`config.mk`:
```
export PLATFORM = sky130hd
export DESIGN_NAME = dad_front
export DESIGN_NICKNAME = d
export VERILOG_FILES = /design/src/design/dad_pkg.sv /design/src/design/dad_front.sv
export SDC_FILE = /design/constraint.sdc
export NUM_CORES = 1
export LEC_CHECK = 0
export BUFFER_PORTS_ARGS = -buffer_cell sky130_fd_sc_hd__buf_4
export CORE_AREA = 2 2 62 64
export DETAILED_ROUTE_END_ITERATION = 8
export DIE_AREA = 0 0 64 66
export PLACE_DENSITY = 0.79
export SYNTH_ARGS = -nofsm -noshare
export SYNTH_HDL_FRONTEND = slang
export SYNTH_SLANG_ARGS = --single-unit
```
`constraint.sdc`:
```
create_clock -name clk -period 3.1 [get_ports clk]
set_input_delay 0.31 -clock clk [delete_from_list [all_inputs] [get_ports clk]]
set_output_delay 0.31 -clock clk [all_outputs]
set_load 0.03 [all_outputs]
```
`src/design/dad_pkg.sv`:
```
// ----------------------------------------------------------------------------
// dad_pkg
// Shared types and constants of the detection anchor decoder.
// ----------------------------------------------------------------------------
package dad_pkg;

  localparam int MAX_CLASSES = 128;
  localparam int CLS_W       = $clog2(MAX_CLASSES);
  localparam int POS_W       = $clog2(MAX_CLASSES + 4);
  localparam int VAL_W       = 32;
  localparam int CC_W        = 8;
  localparam int THR_W       = 17;
  localparam int SCALE_W     = 24;
  localparam int PIX_W       = 16;
  localparam int CFG_AW      = 4;
  localparam int CFG_DW      = 32;
  localparam int FIFO_DEPTH  = 4;
  localparam int FIFO_AW     = $clog2(FIFO_DEPTH);

  localparam logic [1:0] REG_CLASS_COUNT = 2'd0;
  localparam logic [1:0] REG_THRESHOLD   = 2'd1;
  localparam logic [1:0] REG_INV_SCALE   = 2'd2;

  localparam logic [CC_W-1:0]    RST_CLASS_COUNT = CC_W'(80);
  localparam logic [THR_W-1:0]   RST_THRESHOLD   = THR_W'(16384);
  localparam logic [SCALE_W-1:0] RST_INV_SCALE   = SCALE_W'(65536);

  // What one element of an anchor row is.
  typedef enum logic [2:0] {
    EL_CX,
    EL_CY,
    EL_BW,
    EL_BH,
    EL_SCORE
  } elem_kind_t;

  typedef struct packed {
    elem_kind_t              kind;
    logic                    last;
    logic [CLS_W-1:0]        cls;
    logic signed [VAL_W-1:0] value;
  } qent_t;

  typedef struct packed {
    logic [CC_W-1:0]    class_count;
    logic [THR_W-1:0]   threshold;
    logic [SCALE_W-1:0] inv_scale;
  } cfg_t;

endpackage

```
`src/design/dad_front.sv`:
```
// ----------------------------------------------------------------------------
// dad_front
// Accepts row elements, tracks the position in the row and tags each
// element as a box value or a class score.
// ----------------------------------------------------------------------------
module dad_front import dad_pkg::*; (
  input  logic                    clk,
  input  logic                    rst_n,
  input  cfg_t                    cfg,
  input  logic                    in_valid,
  input  logic signed [VAL_W-1:0] in_value,
  input  logic                    q_full,
  output logic                    push,
  output qent_t                   push_data
);

  logic [POS_W-1:0] pos_r;
  logic [POS_W-1:0] pos_nxt;
  logic [CC_W-1:0]  cc_eff;
  logic [POS_W-1:0] last_pos;

  assign push = in_valid && !q_full;

  always_comb begin
    if (cfg.class_count == '0) begin
      cc_eff = CC_W'(1);
    end else if (cfg.class_count > CC_W'(MAX_CLASSES)) begin
      cc_eff = CC_W'(MAX_CLASSES);
    end else begin
      cc_eff = cfg.class_count;
    end
    last_pos = POS_W'(cc_eff) + POS_W'(3);
  end

  always_comb begin
    push_data.value = in_value;
    push_data.cls   = CLS_W'(pos_r - POS_W'(4));
    push_data.last  = 1'b0;
    pos_nxt         = pos_r;
    case (pos_r)
      POS_W'(0): push_data.kind = EL_CX;
      POS_W'(1): push_data.kind = EL_CY;
      POS_W'(2): push_data.kind = EL_BW;
      POS_W'(3): push_data.kind = EL_BH;
      default:   push_data.kind = EL_SCORE;
    endcase
    if (pos_r >= POS_W'(4)) begin
      // A shortened count mid-row ends the row at the next score.
      push_data.last = pos_r >= last_pos;
    end
    if (push) begin
      pos_nxt = push_data.last ? '0 : pos_r + POS_W'(1);
    end
  end

  always_ff @(posedge clk) begin
    if (!rst_n) begin
      pos_r <= '0;
    end else begin
      pos_r <= pos_nxt;
    end
  end

endmodule

```
==> results.toml <==
[status]
outcome = "finished, final reports clean"

[critical_path]
cp_max_fo = 6
end_kind = "output pin"
path_class = "input port to output pin"
cp.required_ps = 2790
arrival_ps = 2480
crit_path_start_kind = "input port"

[hold_path]
hp-class = "input port to flip-flop"

[drt]
vias = 886
wl_um = 2060
drt_iter0_markers = 23
ant_nets = 0
wl_per_cell_um = 11.1
viasPerCell = 4.76
drc = 0
firstDrtPassIters = 4

[cts]
post_cts_resized = 0
cts.path.max_buffers = 2
cts_tree = "done"
clk_pin_slew_ps = 60
clkLatencyLatePin_ps = 260
cts_made_buffers = 3
cts-root-buf = "clkbuf_4"
postCtsSetupBuffers = 0
h-tree-depth = 1
cts_hold_buf = 0
clock-sinks = 8

[finish]
final_area_um2 = 1220
largest_reg_flops = 8
drive_above_1_share = 0.283
nets = 240
syn2layout_area_growth_pct = 0.000164
top_regs = "pos_r (8)"
largest-register = "pos_r"
antennaDiodeCount = 0

[place]
place.gp.congestion = 0.714
pre_cts_ws_ps = 296
dp_hpwl_um = 1690
dpl_cell_area_um2 = 1190
io_buffer_count = 23

[synth]
synth.most_common_cell = "buf_4"
synthCells = 146
yosys.cell_types.count = 36
synth_seq_cells = 8
synthTopCellsByCount = "buf_4, ha_1, nand2_1"
netlist_area_um2 = 1220
synthTopCellsByArea = "buf_4, ha_1, dfxtp_1"
yosysTopAreaCell = "buf_4"
synth_top_area_frac = 0.210
yosysWarningCount = 0
yosysSeqAreaShare = 0.132
syn-num-nets = 246
avgSynthCellArea_um2 = 8.34
ys.flop_type = "dfxtp_1"
synth_async_sr_flop_share = 0
synth_edf_count = 0

[grt]
grt_use_total = 0.104
use_met2 = 0.159
grt-busiest-layer = "met2"
grt_pass1_wl_um = 3460
first_global_vias = 817
overflow = 0
grt_max_degree = 11
met1_usage = 0.129
antenna_found_initial = 0
grt_util_met3 = 0.0256

[sta]
fin_crit_ps = 2790
setup_ws_ps = 309
timing.final.crit_share = 0.900
finalHoldViolations = 0
fin_tns_setup_ps = 0
fin_skew_ps = 1.38
final-setup-viol-count = 0
final-max-slew-violation-count = 0
max_slew_margin = 0.697
fmax_mhz = 358
tightestPinTransition_ps = 450
rsz0062_at_grt = "false"

[floorplan]
ios = 129
start_util = 0.343
fp.dieW_um = 64
die_y_um = 66
die_area_um2 = 4220
coreArea_um2 = 3550
num_rows = 22

[pwr]
ir_drop_mv = 0.105
p_total_mw = 0.272
powerDensity_nw_per_um2 = 224
p_leak_nw = 0.569

[job]
max-cap-violations = 0
power breakdown:
part | internal, mW | total, mW | leakage (nW) | switching (mW)
clock | 0.0446 | 0.0844 | 0.0138 | 0.0398
sequential | 0.104 | 0.106 | 0.0646 | 0.00226
combinational | 0.0404 | 0.0814 | 0.490 | 0.0410
final cells by class:
cell class	instances	area [µm²]
clock buffers	3	22.5
fillers	378	2330
inverters	8	30.0
multi-input cells	96	772
flip-flops and latches	8	160
well taps	48	60.1
repair buffers	23	173
stage by stage:
step / hold slack [ps] / utilization / std cells
after floorplan: 463 / - / 146
after global placement: 531 / 0.337 / 183
after detailed placement: 535 / 0.337 / 183
after CTS: 354 / 0.343 / 186
after global routing: 376 / 0.343 / 186
final: 357 / 0.343 / 186
metal layers:
layer  vias up  wire length (µm)
met2        29               895
met5         -                 0
li1        455                 -
met1       395               939
met4         0                51
met3         7               171
cells by family after synthesis:
| kind of cell | Yosys count | share of synthesized area |
|---|---|---|
| simple gates | 50 | 0.270 |
| xor+xnor | 11 | 0.0791 |
| fa+ha+maj | 15 | 0.154 |
| compound gates | 20 | 0.131 |
| buf+inv | 42 | 0.234 |
| flops | 8 | 0.132 |
cells in the final DEF, fill, tap and decap left out:
cell / n
and3_1: 3
a21oi_4: 1
nand3_2: 1
nand2b_1: 3
nor3_1: 1
a21boi_1: 2
dfxtp_1: 8
a21o_1: 1
a21oi_1: 4
o21a_1: 1
clkinv_1: 1
or2_2: 1
buf_4: 23
nand3_1: 1
nand2_1: 12
a31oi_1: 1
o211ai_1: 2
clkbuf_4: 3
nor3b_2: 4
and4_1: 1
xor2_1: 6
ha_1: 15
nand4_1: 4
a211oi_1: 2
a2111oi_4: 1
xnor2_1: 5
nand3b_4: 1
or2_1: 1
nand2_2: 1
nor4_1: 1
nor3b_4: 1
nand2b_4: 2
nor2_1: 11
inv_1: 7
and4b_1: 1
o21ai_0: 4
o41ai_1: 1
worst max-delay path: stages:
cell and delay (ps):
buf_4 120, nor4_1 440, a21oi_1 110, or2_2 290, ha_1 270, nand2b_4 150, a2111oi_4 330, nand3b_4 230
nand2_1 60, buf_4 160
path summary, 6_finish.rpt:
kind | start | end | slack [ps] | depth (start not counted)
worst max-delay path | cfg[44] | push_data[39] | 310 | 10
worst min-delay path | rst_n | pos_r[0]$_SDFFE_PN0P_ | 360 | 2
worst max register to register | pos_r[0]$_SDFFE_PN0P_ | pos_r[6]$_SDFFE_PN0P_ | 1210 | 7
worst min register to register | pos_r[0]$_SDFFE_PN0P_ | pos_r[0]$_SDFFE_PN0P_ | 540 | 2
No activity file was read; power rests on OpenSTA's default activity.
