### config.mk
export PLATFORM = sky130hd
export DESIGN_NAME = dad_fifo
export DESIGN_NICKNAME = d
export VERILOG_FILES = /design/src/design/dad_pkg.sv /design/src/design/dad_fifo.sv
export SDC_FILE = /design/constraint.sdc
export NUM_CORES = 1
export LEC_CHECK = 0
export BUFFER_PORTS_ARGS = -buffer_cell sky130_fd_sc_hd__buf_2
export CELL_PAD_IN_SITES_DETAIL_PLACEMENT = 0
export CELL_PAD_IN_SITES_GLOBAL_PLACEMENT = 1
export CORE_ASPECT_RATIO = 0.7
export CORE_MARGIN = 2
export CORE_UTILIZATION = 54
export DETAILED_ROUTE_END_ITERATION = 8
export GPL_TIMING_DRIVEN = 0
export PLACE_DENSITY_LB_ADDON = 0.1
export REMOVE_ABC_BUFFERS = 1
export SYNTH_ARGS = -nofsm -noshare
export SYNTH_HDL_FRONTEND = slang
export SYNTH_SLANG_ARGS = --single-unit
### constraint.sdc
create_clock -name clk -period 4.2 [get_ports clk]
set_input_delay 0.42 -clock clk [delete_from_list [all_inputs] [get_ports clk]]
set_output_delay 0.42 -clock clk [all_outputs]
set_load 0.05 [all_outputs]
### src/design/dad_pkg.sv
// ----------------------------------------------------------------------------
// dad_pkg
// Shared types and constants of the detection anchor decoder.
// ----------------------------------------------------------------------------
package dad_pkg;

  localparam int MAX_CLASSES = 128;
  localparam int CLS_W       = $clog2(MAX_CLASSES);
  localparam int POS_W       = $clog2(MAX_CLASSES + 4);
  localparam int VAL_W       = 32;
  localparam int CC_W        = 8;
  localparam int THR_W       = 17;
  localparam int SCALE_W     = 24;
  localparam int PIX_W       = 16;
  localparam int CFG_AW      = 4;
  localparam int CFG_DW      = 32;
  localparam int FIFO_DEPTH  = 4;
  localparam int FIFO_AW     = $clog2(FIFO_DEPTH);

  localparam logic [1:0] REG_CLASS_COUNT = 2'd0;
  localparam logic [1:0] REG_THRESHOLD   = 2'd1;
  localparam logic [1:0] REG_INV_SCALE   = 2'd2;

  localparam logic [CC_W-1:0]    RST_CLASS_COUNT = CC_W'(80);
  localparam logic [THR_W-1:0]   RST_THRESHOLD   = THR_W'(16384);
  localparam logic [SCALE_W-1:0] RST_INV_SCALE   = SCALE_W'(65536);

  // What one element of an anchor row is.
  typedef enum logic [2:0] {
    EL_CX,
    EL_CY,
    EL_BW,
    EL_BH,
    EL_SCORE
  } elem_kind_t;

  typedef struct packed {
    elem_kind_t              kind;
    logic                    last;
    logic [CLS_W-1:0]        cls;
    logic signed [VAL_W-1:0] value;
  } qent_t;

  typedef struct packed {
    logic [CC_W-1:0]    class_count;
    logic [THR_W-1:0]   threshold;
    logic [SCALE_W-1:0] inv_scale;
  } cfg_t;

endpackage

### src/design/dad_fifo.sv
// ----------------------------------------------------------------------------
// dad_fifo
// Short queue of tagged elements between the front and the back.
// ----------------------------------------------------------------------------
module dad_fifo import dad_pkg::*; (
  input  logic  clk,
  input  logic  rst_n,
  input  logic  push,
  input  qent_t push_data,
  input  logic  pop,
  output qent_t head,
  output logic  empty,
  output logic  full
);

  qent_t              mem_r [FIFO_DEPTH];
  logic [FIFO_AW-1:0] wr_ptr_r;
  logic [FIFO_AW-1:0] rd_ptr_r;
  logic [FIFO_AW:0]   cnt_r;
  logic [FIFO_AW:0]   cnt_nxt;

  assign head  = mem_r[rd_ptr_r];
  assign empty = cnt_r == '0;
  assign full  = cnt_r == (FIFO_AW + 1)'(FIFO_DEPTH);

  always_comb begin
    cnt_nxt = cnt_r;
    if (push && !pop) begin
      cnt_nxt = cnt_r + (FIFO_AW + 1)'(1);
    end else if (pop && !push) begin
      cnt_nxt = cnt_r - (FIFO_AW + 1)'(1);
    end
  end

  always_ff @(posedge clk) begin
    if (push) begin
      mem_r[wr_ptr_r] <= push_data;
    end
  end

  always_ff @(posedge clk) begin
    if (!rst_n) begin
      wr_ptr_r <= '0;
      rd_ptr_r <= '0;
      cnt_r    <= '0;
    end else begin
      if (push) begin
        wr_ptr_r <= wr_ptr_r + FIFO_AW'(1);
      end
      if (pop) begin
        rd_ptr_r <= rd_ptr_r + FIFO_AW'(1);
      end
      cnt_r <= cnt_nxt;
    end
  end

endmodule

==> results of run 1 <==
-- path summary, 6_finish.rpt --
kind | from | slack [ps] | cells past startpoint | end
min reg2reg | cnt_r[2]$_SDFFE_PN0P_ | 520 | 2 | cnt_r[2]$_SDFFE_PN0P_
min | push_data[25] | 210 | 1 | mem_r[1][25]$_DFFE_PP_
max | flip-flop | 1650 | 3 | head[30]
max reg2reg | wr_ptr_r[0]$_SDFFE_PN0P_ | 2560 | 4 | mem_r[0][36]$_DFFE_PP_
-- worst max-delay path: stages (launching register included) --
cell	delay, ps
dfxtp_4	550
buf_16	290
mux4_1	620
buf_2	230
-- per-stage QoR --
| stage | hold slack [ps] | power (mW) | cells | setup slack, ps |
|---|---|---|---|---|
| final | 214 | 4.53 | 549 | 1650 |
| after global routing | 191 | 4.69 | 549 | 1510 |
| after detailed placement | 509 | 2.74 | 517 | 2060 |
| after CTS | 195 | 4.58 | 549 | 1590 |
| after floorplan | 472 | 2.57 | 258 | 973 |
| after global placement | 501 | 2.73 | 511 | 190 |
-- registers in the layout, summed over array words and instances (netlist names), named ones only --
name / flops
mem_r: 172
rd_ptr_r: 2
cnt_r: 3
wr_ptr_r: 2
-- area by class of cell --
cell class,instances,area (um2),share of cell area
flip-flops and latches,181,5350,0.662
multi-input cells,73,1230,0.153
repair buffers,97,583,0.0721
clock buffers,18,429,0.0531
clock inverters,14,267,0.0330
well taps,162,203,0.0251
inverters,4,15.0,0.00186
-- cells by family after synthesis --
group	synth area share
adder cells (fa/ha/maj)	0.0123
flip-flops	0.797
buffers and inverters	0.0194
XOR/XNOR	0.00653
AO/OA/AOI/OAI	0.00187
AND/OR/NAND/NOR	0.0136
multiplexers	0.149
-- cells in the final DEF, fill, tap and decap left out, types with 5 or more instances in the layout --
cell and n:
and2_1 5, buf_12 5, buf_2 91, bufinv_16 7, clkbuf_16 17, dfxtp_1 7
edfxtp_1 172, ha_1 5, mux4_2 40
-- report_power, final --
group	internal (mW)	leakage (nW)	switching, mW
combinational	0.189	0.790	0.398
sequential	2.07	1.66	0.0369
clock	1.19	0.342	0.646
-- routing by layer --
| layer | global-route usage | share of wire | up-vias |
|---|---|---|---|
| met4 | 0.0666 | 0.012 | 2 |
| li1 | - | - | 1338 |
| met3 | 0.0636 | 0.065 | 12 |
| met2 | 0.268 | 0.49 | 69 |
| met5 | 0 | 0.00066 | - |
| met1 | 0.233 | 0.43 | 1522 |
==> metrics.md, run 1 <==
| Metric | Value |
|---|---|
| Synth warn | `0` |
| CTS tree | `yes` |
| Post-route DRC | `0` |
| Tmin final | `approximately 2600 ps` |
| Post-Syn Instances | `268` |
| Clock skew | `approximately 9.8 ps` |
| Outcome | `finished, final reports clean` |
| Num CTS Buffers | `17` |
| Die height | `97.2 um` |
| Largest net degree at the start of global routing | `32` |
| P&R area growth vs syn | `20.5%` |
| CTS Hold Bufs | `0` |
| Area contributors post-synth | `edfxtp_1, mux4_2, dfxtp_1` |
| Max VDD drop | `0.355 mV` |
| Worst skew pair latency | `420 ps` |
| GP Congestion | `roughly 0.65` |
| Crit. End Element | `output port` |
| Power per cell area | `560 mW/mm2` |
| Maximum clock frequency | `~390 MHz` |
| DRT Pass-1 Iters | `4` |
| Routed vias | `2,943` |
| Post-CTS sizing | `0` |
| Routed Antenna Nets | `0` |
| Final wirelength | `~11 mm` |
| Final core utilization | `0.660` |
| DR WL/cell | `19.4 um` |
| Nets | `~430` |
| Initial DRC Count | `170` |
| Sequential-to-total area share from yosys stat | `0.797` |
| Final period utilization | `0.607` |
| Global route overflow | `0` |
| Pleak | `2.79 nW` |
| Post-synth cell types | `22` |
| Unrepaired setup endpoints after global routing | `no` |
| Startpoint Class | `flip-flop` |
| Post-CTS setup buffer count | `0` |
| # diodes | `0` |
| Slew @ Worst Pin | `between 400 and 500 ps` |
| Biggest area consumer among synthesized cells | `edfxtp_1` |
| Maxcap violations | `0` |
| Number of global-route vias before repair | `3,077` |
| Synthesized cell area | `about 0.0067 mm2` |
| CTS max path bufs | `2` |
| Worst EP arrival | `2130 ps` |
| Finished Cell Area | `0.00808 mm2` |
| All-Layer GR Usage | `0.175` |
| Top cell type's share of synthesized area | `0.770` |
| Post-synth EDFFs | `~170` |
| Overall die area | `0.0133 mm2` |
| Clock transition at path regs | `70 ps` |
| Core area | `0.0123 mm2` |
| Clock sinks | `181` |
| First-pass GRT wire length | `approximately 17 mm` |
| H-Tree Depth | `4` |
| IO Port Bufs | `a little over 90` |
| Commonest cells post-synth | `edfxtp_1, mux4_2, and2_1, dfxtp_1, ha_1` |
| Setup CP Type | `flip-flop to output port` |
| Hold Fails Final Rpt | `0` |
| DIE WIDTH | `137 um` |
| Starting density of the core | `0.547` |
| WP data required | `3780 ps` |
| Setup TNS | `0 ps` |
| Max-slew headroom | `0.704` |
| CTS Root Cell | `clkbuf_16` |
| Via/cell ratio | `around 5.4` |
| Final Setup Violations | `0` |
| Max Slew Vio Count | `0` |
| Post-DP Area | `0.00739 mm2` |
| Ys async rst share | `0` |
| Antenna violations before repair | `1` |
| Cell row count | `34` |
| Post-Syn Area per Cell | `~25 um2` |
| Most numerous cell in the Yosys netlist | `edfxtp_1` |
| DPL Wire Length | `6.43 mm` |
| #FFs+latches synth | `181` |
| Min-Delay Path Class | `primary input to flip-flop` |
| Share of cells above drive strength 1 | `0.450` |
| Max FO, Critical Path | `30` |
| Fill cells | `between 800 and 900` |
| Ys flop type | `edfxtp_1` |
| I/O pins | `92` |
(Power assumes the default switching activity.)
==> inputs of run 2 (changes only) <==
CORE_UTILIZATION = 50   (was 54)
clock period = 2.65 ns   (was 4.2 ns; I/O delays follow)
==> metrics.md, run 2 (synthesized netlist as in run 1, its figures left out) <==
| Metric | Value |
|---|---|
| Final Setup Violations | `0` |
| Met3 wire len | `604 um` |
| Max VDD drop | `between 0.5 and 0.6 mV` |
| Post-Layout Cell Count | `between 500 and 600` |
| DPL Wire Length | `around 6.6 mm` |
| Max FO, Critical Path | `27` |
| GP Congestion | `between 0.6 and 0.7` |
| CP max stage cell | `dfxtp_4` |
| Switch Pwr | `about 1.7 mW` |
| Startpoint Class | `flip-flop` |
| WP data required | `roughly 2400 ps` |
| P&R area growth vs syn | `19.1%` |
| Pint | `5.01 mW` |
| Die height | `101 um` |
| Setup CP Type | `flip-flop to output port` |
| Routed vias | `2,933` |
| Post-CTS sizing | `0` |
| CP Buf/Inv Count | `2` |
| Most common cell after layout, fill and taps aside | `edfxtp_1` |
| CP peak stage delay | `590 ps` |
| Outcome | `finished, final reports clean` |
| Pleak | `2.73 nW` |
| WHS Path Cells | `1` |
| Share of cells above drive strength 1 | `0.447` |
| Most frequent cells in the layout | `edfxtp_1, buf_2, mux4_2, clkbuf_16, dfxtp_1` |
| H-Tree Depth | `4` |
| Post-DP Area | `0.00739 mm2` |
| CTS tree | `yes` |
| Power per cell area | `between 800 and 900 mW/mm2` |
| Num CTS Buffers | `17` |
| DIE WIDTH | `142 um` |
| Clock sinks | `~180` |
| Crit-path leading delay family | `flip-flops` |
| Routed Antenna Nets | `0` |
| Maximum clock frequency | `420 MHz` |
| Final wirelength | `10.9 mm` |
| Min-Delay Path Class | `primary input to flip-flop` |
| IO Port Bufs | `91` |
| Max Slew Vio Count | `0` |
| Cell row count | `35` |
| Clk network pwr share | `0.367` |
| All-Layer GR Usage | `0.163` |
| Post-CTS setup buffer count | `0` |
| Number of flip-flops in the largest register | `172` |
| Metal2 WL | `5.28 mm` |
| Combinational power share | `0.137` |
| Slew @ Worst Pin | `657 ps` |
| Critical Path, Cell by Cell | `buf_16 > mux4_1 > buf_2` |
| Tmin final | `2380 ps` |
| Largest net degree at the start of global routing | `28` |
| CTS Hold Bufs | `0` |
| Crit. End Element | `output port` |
| Max-slew headroom | `0.562` |
| Number of global-route vias before repair | `3,110` |
| Maxcap violations | `0` |
| Largest registers | `mem_r: 172 flops, cnt_r: 3 flops` |
| DR WL/cell | `19.7 um` |
| Core area | `0.0131 mm2` |
| Antenna violations before repair | `0` |
| I/O pins | `92` |
| Nets | `427` |
| Hold WS | `45.6 ps` |
| Unrepaired setup endpoints after global routing | `no` |
| Worst skew pair latency | `420 ps` |
| Top Layer Used | `met4` |
| Met1 WL | `just under 5 mm` |
| Hold Fails Final Rpt | `0` |
| Post-route DRC | `0` |
| First-pass GRT wire length | `16.7 mm` |
| Switch share | `0.258` |
| Initial DRC Count | `166` |
| Clock transition at path regs | `70 ps` |
| Starting density of the core | `0.510` |
| Reg power frac | `0.495` |
| Clock skew | `13.1 ps` |
| Final core utilization | `0.608` |
| DRT Pass-1 Iters | `4` |
| CTS Root Cell | `clkbuf_16` |
| Global route overflow | `0` |
| R2R cell count | `3` |
| Final period utilization | `0.898` |
| Stages on worst setup path | `3` |
| Overall die area | `0.0144 mm2` |
| Via/cell ratio | `approximately 5.3` |
| Post-Place Cells | `521` |
| Most flops, register | `mem_r` |
| CTS max path bufs | `2` |
| Worst EP arrival | `2110 ps` |
| Finished Cell Area | `0.00799 mm2` |
-- run 2: cell types whose count changed in the layout (fill, tap and decap cells not counted), sizes merged --
cell / change
bufinv: -5
clkinvlp: +3
clkbuf: +2
clkinv: +1
diode: +1
inv: -1
-- run 2: cell type report --
cell class	instances	area, um2
clock inverter	12	145
antenna	1	2.50
tap	166	208
fill	949	5150
timing repair buffer	97	583
clock buffer	20	447
multi-input combinational	73	1230
sequential	181	5350
inverter	4	15.0
-- run 2: power groups by stage --
| stage | Combinational (mW) | Clock [mW] | Sequential, mW |
|---|---|---|---|
| floorplan | 0.663 | 0 | 3.42 |
| global placement | 0.877 | 0 | 3.45 |
| detailed placement | 0.940 | 0 | 3.41 |
| CTS | 0.944 | 2.54 | 3.35 |
| global route | 0.981 | 2.64 | 3.36 |
| finish | 0.929 | 2.48 | 3.34 |
-- run 2: worst paths after layout --
path | slack (ps) | endpoint | from
max | 270 | head[30] | flip-flop
min | 50 | mem_r[3][15]$_DFFE_PP_ | push_data[15]
max reg2reg | 890 | mem_r[1][14]$_DFFE_PP_ | wr_ptr_r[0]$_SDFFE_PN0P_
min reg2reg | 540 | cnt_r[2]$_SDFFE_PN0P_ | cnt_r[2]$_SDFFE_PN0P_
-- run 2: stage by stage --
| stage | TNS, ps | worst slack, ps | power, mW |
|---|---|---|---|
| CTS | 0 | 200 | 6.83 |
| global placement | -72840 | -1190 | 4.33 |
| floorplan | -12520 | -422 | 4.08 |
| global route | 0 | 155 | 6.99 |
| detailed placement | 0 | 660 | 4.35 |
| finish | 0 | 271 | 6.75 |
-- run 2: layer usage --
| metal | vias to the layer above | global-route usage |
|---|---|---|
| li1 | 1341 | - |
| met1 | 1507 | 0.217 |
| met2 | 73 | 0.257 |
| met3 | 12 | 0.0466 |
| met4 | 0 | 0.0708 |
| met5 | - | 0 |
==> inputs of run 3 (changes only) <==
CORE_UTILIZATION = 37   (was 50)
==> metrics.md, run 3 (synthesized netlist as in run 1, its figures left out) <==
| Metric | Value |
|---|---|
| Crit. End Element | `output port` |
| Final Setup Violations | `0` |
| Max Slew Vio Count | `0` |
| Global route overflow | `0` |
| Reg power frac | `0.495` |
| Hold Fails Final Rpt | `0` |
| Starting density of the core | `0.375` |
| Cell row count | `41` |
| CTS Root Cell | `clkbuf_16` |
| Core area | `0.0179 mm2` |
| DR WL/cell | `19.0 um` |
| Power per cell area | `roughly 840 mW/mm2` |
| Maximum clock frequency | `420 MHz` |
| Overall die area | `0.0192 mm2` |
| Min-Delay Path Class | `primary input to flip-flop` |
| Number of flip-flops in the largest register | `~170` |
| CTS max path bufs | `2` |
| Pleak | `about 2.7 nW` |
| All-Layer GR Usage | `0.133` |
| WP data required | `2380 ps` |
| Hold WS | `between 50 and 60 ps` |
| Max FO, Critical Path | `23` |
| CTS Hold Bufs | `0` |
| Pint | `4.99 mW` |
| Switch Pwr | `1.76 mW` |
| Slew @ Worst Pin | `563 ps` |
| Most frequent cells in the layout | `edfxtp_1, buf_2, mux4_2, clkbuf_16, dfxtp_1` |
| Total Power | `6.75 mW` |
| Share of cells above drive strength 1 | `0.448` |
| Maxcap violations | `0` |
| Final core utilization | `0.451` |
| Tmin final | `~2400 ps` |
| Clock skew | `11.0 ps` |
| Switch share | `0.261` |
| Combinational power share | `0.140` |
| CP max stage cell | `mux4_1` |
| Most flops, register | `mem_r` |
| Post-Layout Cell Count | `625` |
| Max VDD drop | `around 0.32 mV` |
| P&R area growth vs syn | `20.5%` |
| Final wirelength | `~12 mm` |
| Clk network pwr share | `0.365` |
| DRT Pass-1 Iters | `4` |
| IO Port Bufs | `91` |
| Critical Path, Cell by Cell | `buf_12 > mux4_1 > buf_2` |
| Unrepaired setup endpoints after global routing | `no` |
| Largest registers | `mem_r: 172 flops, cnt_r: 3 flops` |
| CTS tree | `yes` |
| Post-Place Cells | `591` |
| Fill cells | `1,531` |
| Clock transition at path regs | `70 ps` |
| First-pass GRT wire length | `17.7 mm` |
| Most common cell after layout, fill and taps aside | `edfxtp_1` |
| Routed Antenna Nets | `0` |
| Outcome | `finished, final reports clean` |
| DIE WIDTH | `between 150 and 200 um` |
| Post-CTS sizing | `0` |
| Num CTS Buffers | `17` |
| Max-slew headroom | `0.625` |
| I/O pins | `between 90 and 100` |
| Largest net degree at the start of global routing | `30` |
| Via/cell ratio | `4.73` |
| Number of global-route vias before repair | `3,139` |
| Setup TNS | `0 ps` |
| Routed vias | `a little under 3,000` |
| DPL Wire Length | `7.01 mm` |
| H-Tree Depth | `4` |
| Antenna violations before repair | `1` |
| Die height | `~120 um` |
| Final period utilization | `0.899` |
| Worst EP arrival | `2120 ps` |
| Worst skew pair latency | `around 420 ps` |
| Setup CP Type | `flip-flop to output port` |
| Initial DRC Count | `142` |
| Nets | `428` |
| Post-route DRC | `0` |
| Clock sinks | `181` |
| Startpoint Class | `flip-flop` |
| GP Congestion | `between 0.6 and 0.7` |
| CP peak stage delay | `around 640 ps` |
[run 3: cell types whose count changed in the layout (fill, tap and decap cells not counted)]
| cell | delta |
|---|---|
| buf_12 | +1 |
| clkbuf_1 | -1 |
| clkbuf_8 | -1 |
| clkinv_1 | +1 |
| clkinv_2 | +2 |
| clkinv_4 | -2 |
| inv_6 | +1 |
[run 3: cell type report]
type / count / area, um2 / area share
Sequential cell: 181 / 5350 / 0.662
Multi-Input combinational cell: 73 / 1230 / 0.153
Timing Repair Buffer: 98 / 603 / 0.0746
Clock buffer: 18 / 429 / 0.0531
Tap cell: 236 / 295 / 0.0365
Clock inverter: 14 / 150 / 0.0186
Inverter: 4 / 15.0 / 0.00186
Antenna cell: 1 / 2.50 / 0.000310
[run 3: metal layers]
layer / wire length, um / vias up / track usage
met5: 0 / - / 0
met4: 129 / 0 / 0.0539
met3: 666 / 11 / 0.0462
met2: 5950 / 71 / 0.223
met1: 5130 / 1526 / 0.158
li1: - / 1346 / -
[run 3: path summary, 6_finish.rpt]
kind	from	slack [ps]	end	depth (start not counted)
setup / recovery	flip-flop	270	head[30]	3
hold / removal	push_data[29]	60	mem_r[0][29]$_DFFE_PP_	1
setup reg to reg	wr_ptr_r[0]$_SDFFE_PN0P_	970	mem_r[2][30]$_DFFE_PP_	4
hold reg to reg	cnt_r[2]$_SDFFE_PN0P_	510	cnt_r[2]$_SDFFE_PN0P_	2
[run 3: worst max-delay path: cells and delay by family (launching register included)]
kind,cells,cell delay [ps]
buffers and inverters,2,510
muxes,1,640
DFF,1,550
[run 3: power by group through the flow]
stage               registers (mW)  logic, mW  clock network (mW)
detailed placement            3.41      0.943                   0
floorplan                     3.42      0.663                   0
global placement              3.45      0.887                   0
CTS                           3.35      0.945                2.54
global route                  3.36       1.01                2.65
finish                        3.34      0.946                2.46
[run 3: timing repair]
| item | in CTS | in global routing |
|---|---|---|
| hold endpoints to repair | 0 | 0 |
| buffers inserted | 0 | 1 |
| endpoints found under the setup margin | 0 | 1 |
[run 3: stage by stage]
stage	cell area [um2]	worst slack (ps)
3_3_place_gp	7340	-1340
2_1_floorplan	6590	-422
4_1_cts	8050	53.5
6_report	8080	267
3_5_place_dp	7470	507
5_1_grt	8080	134
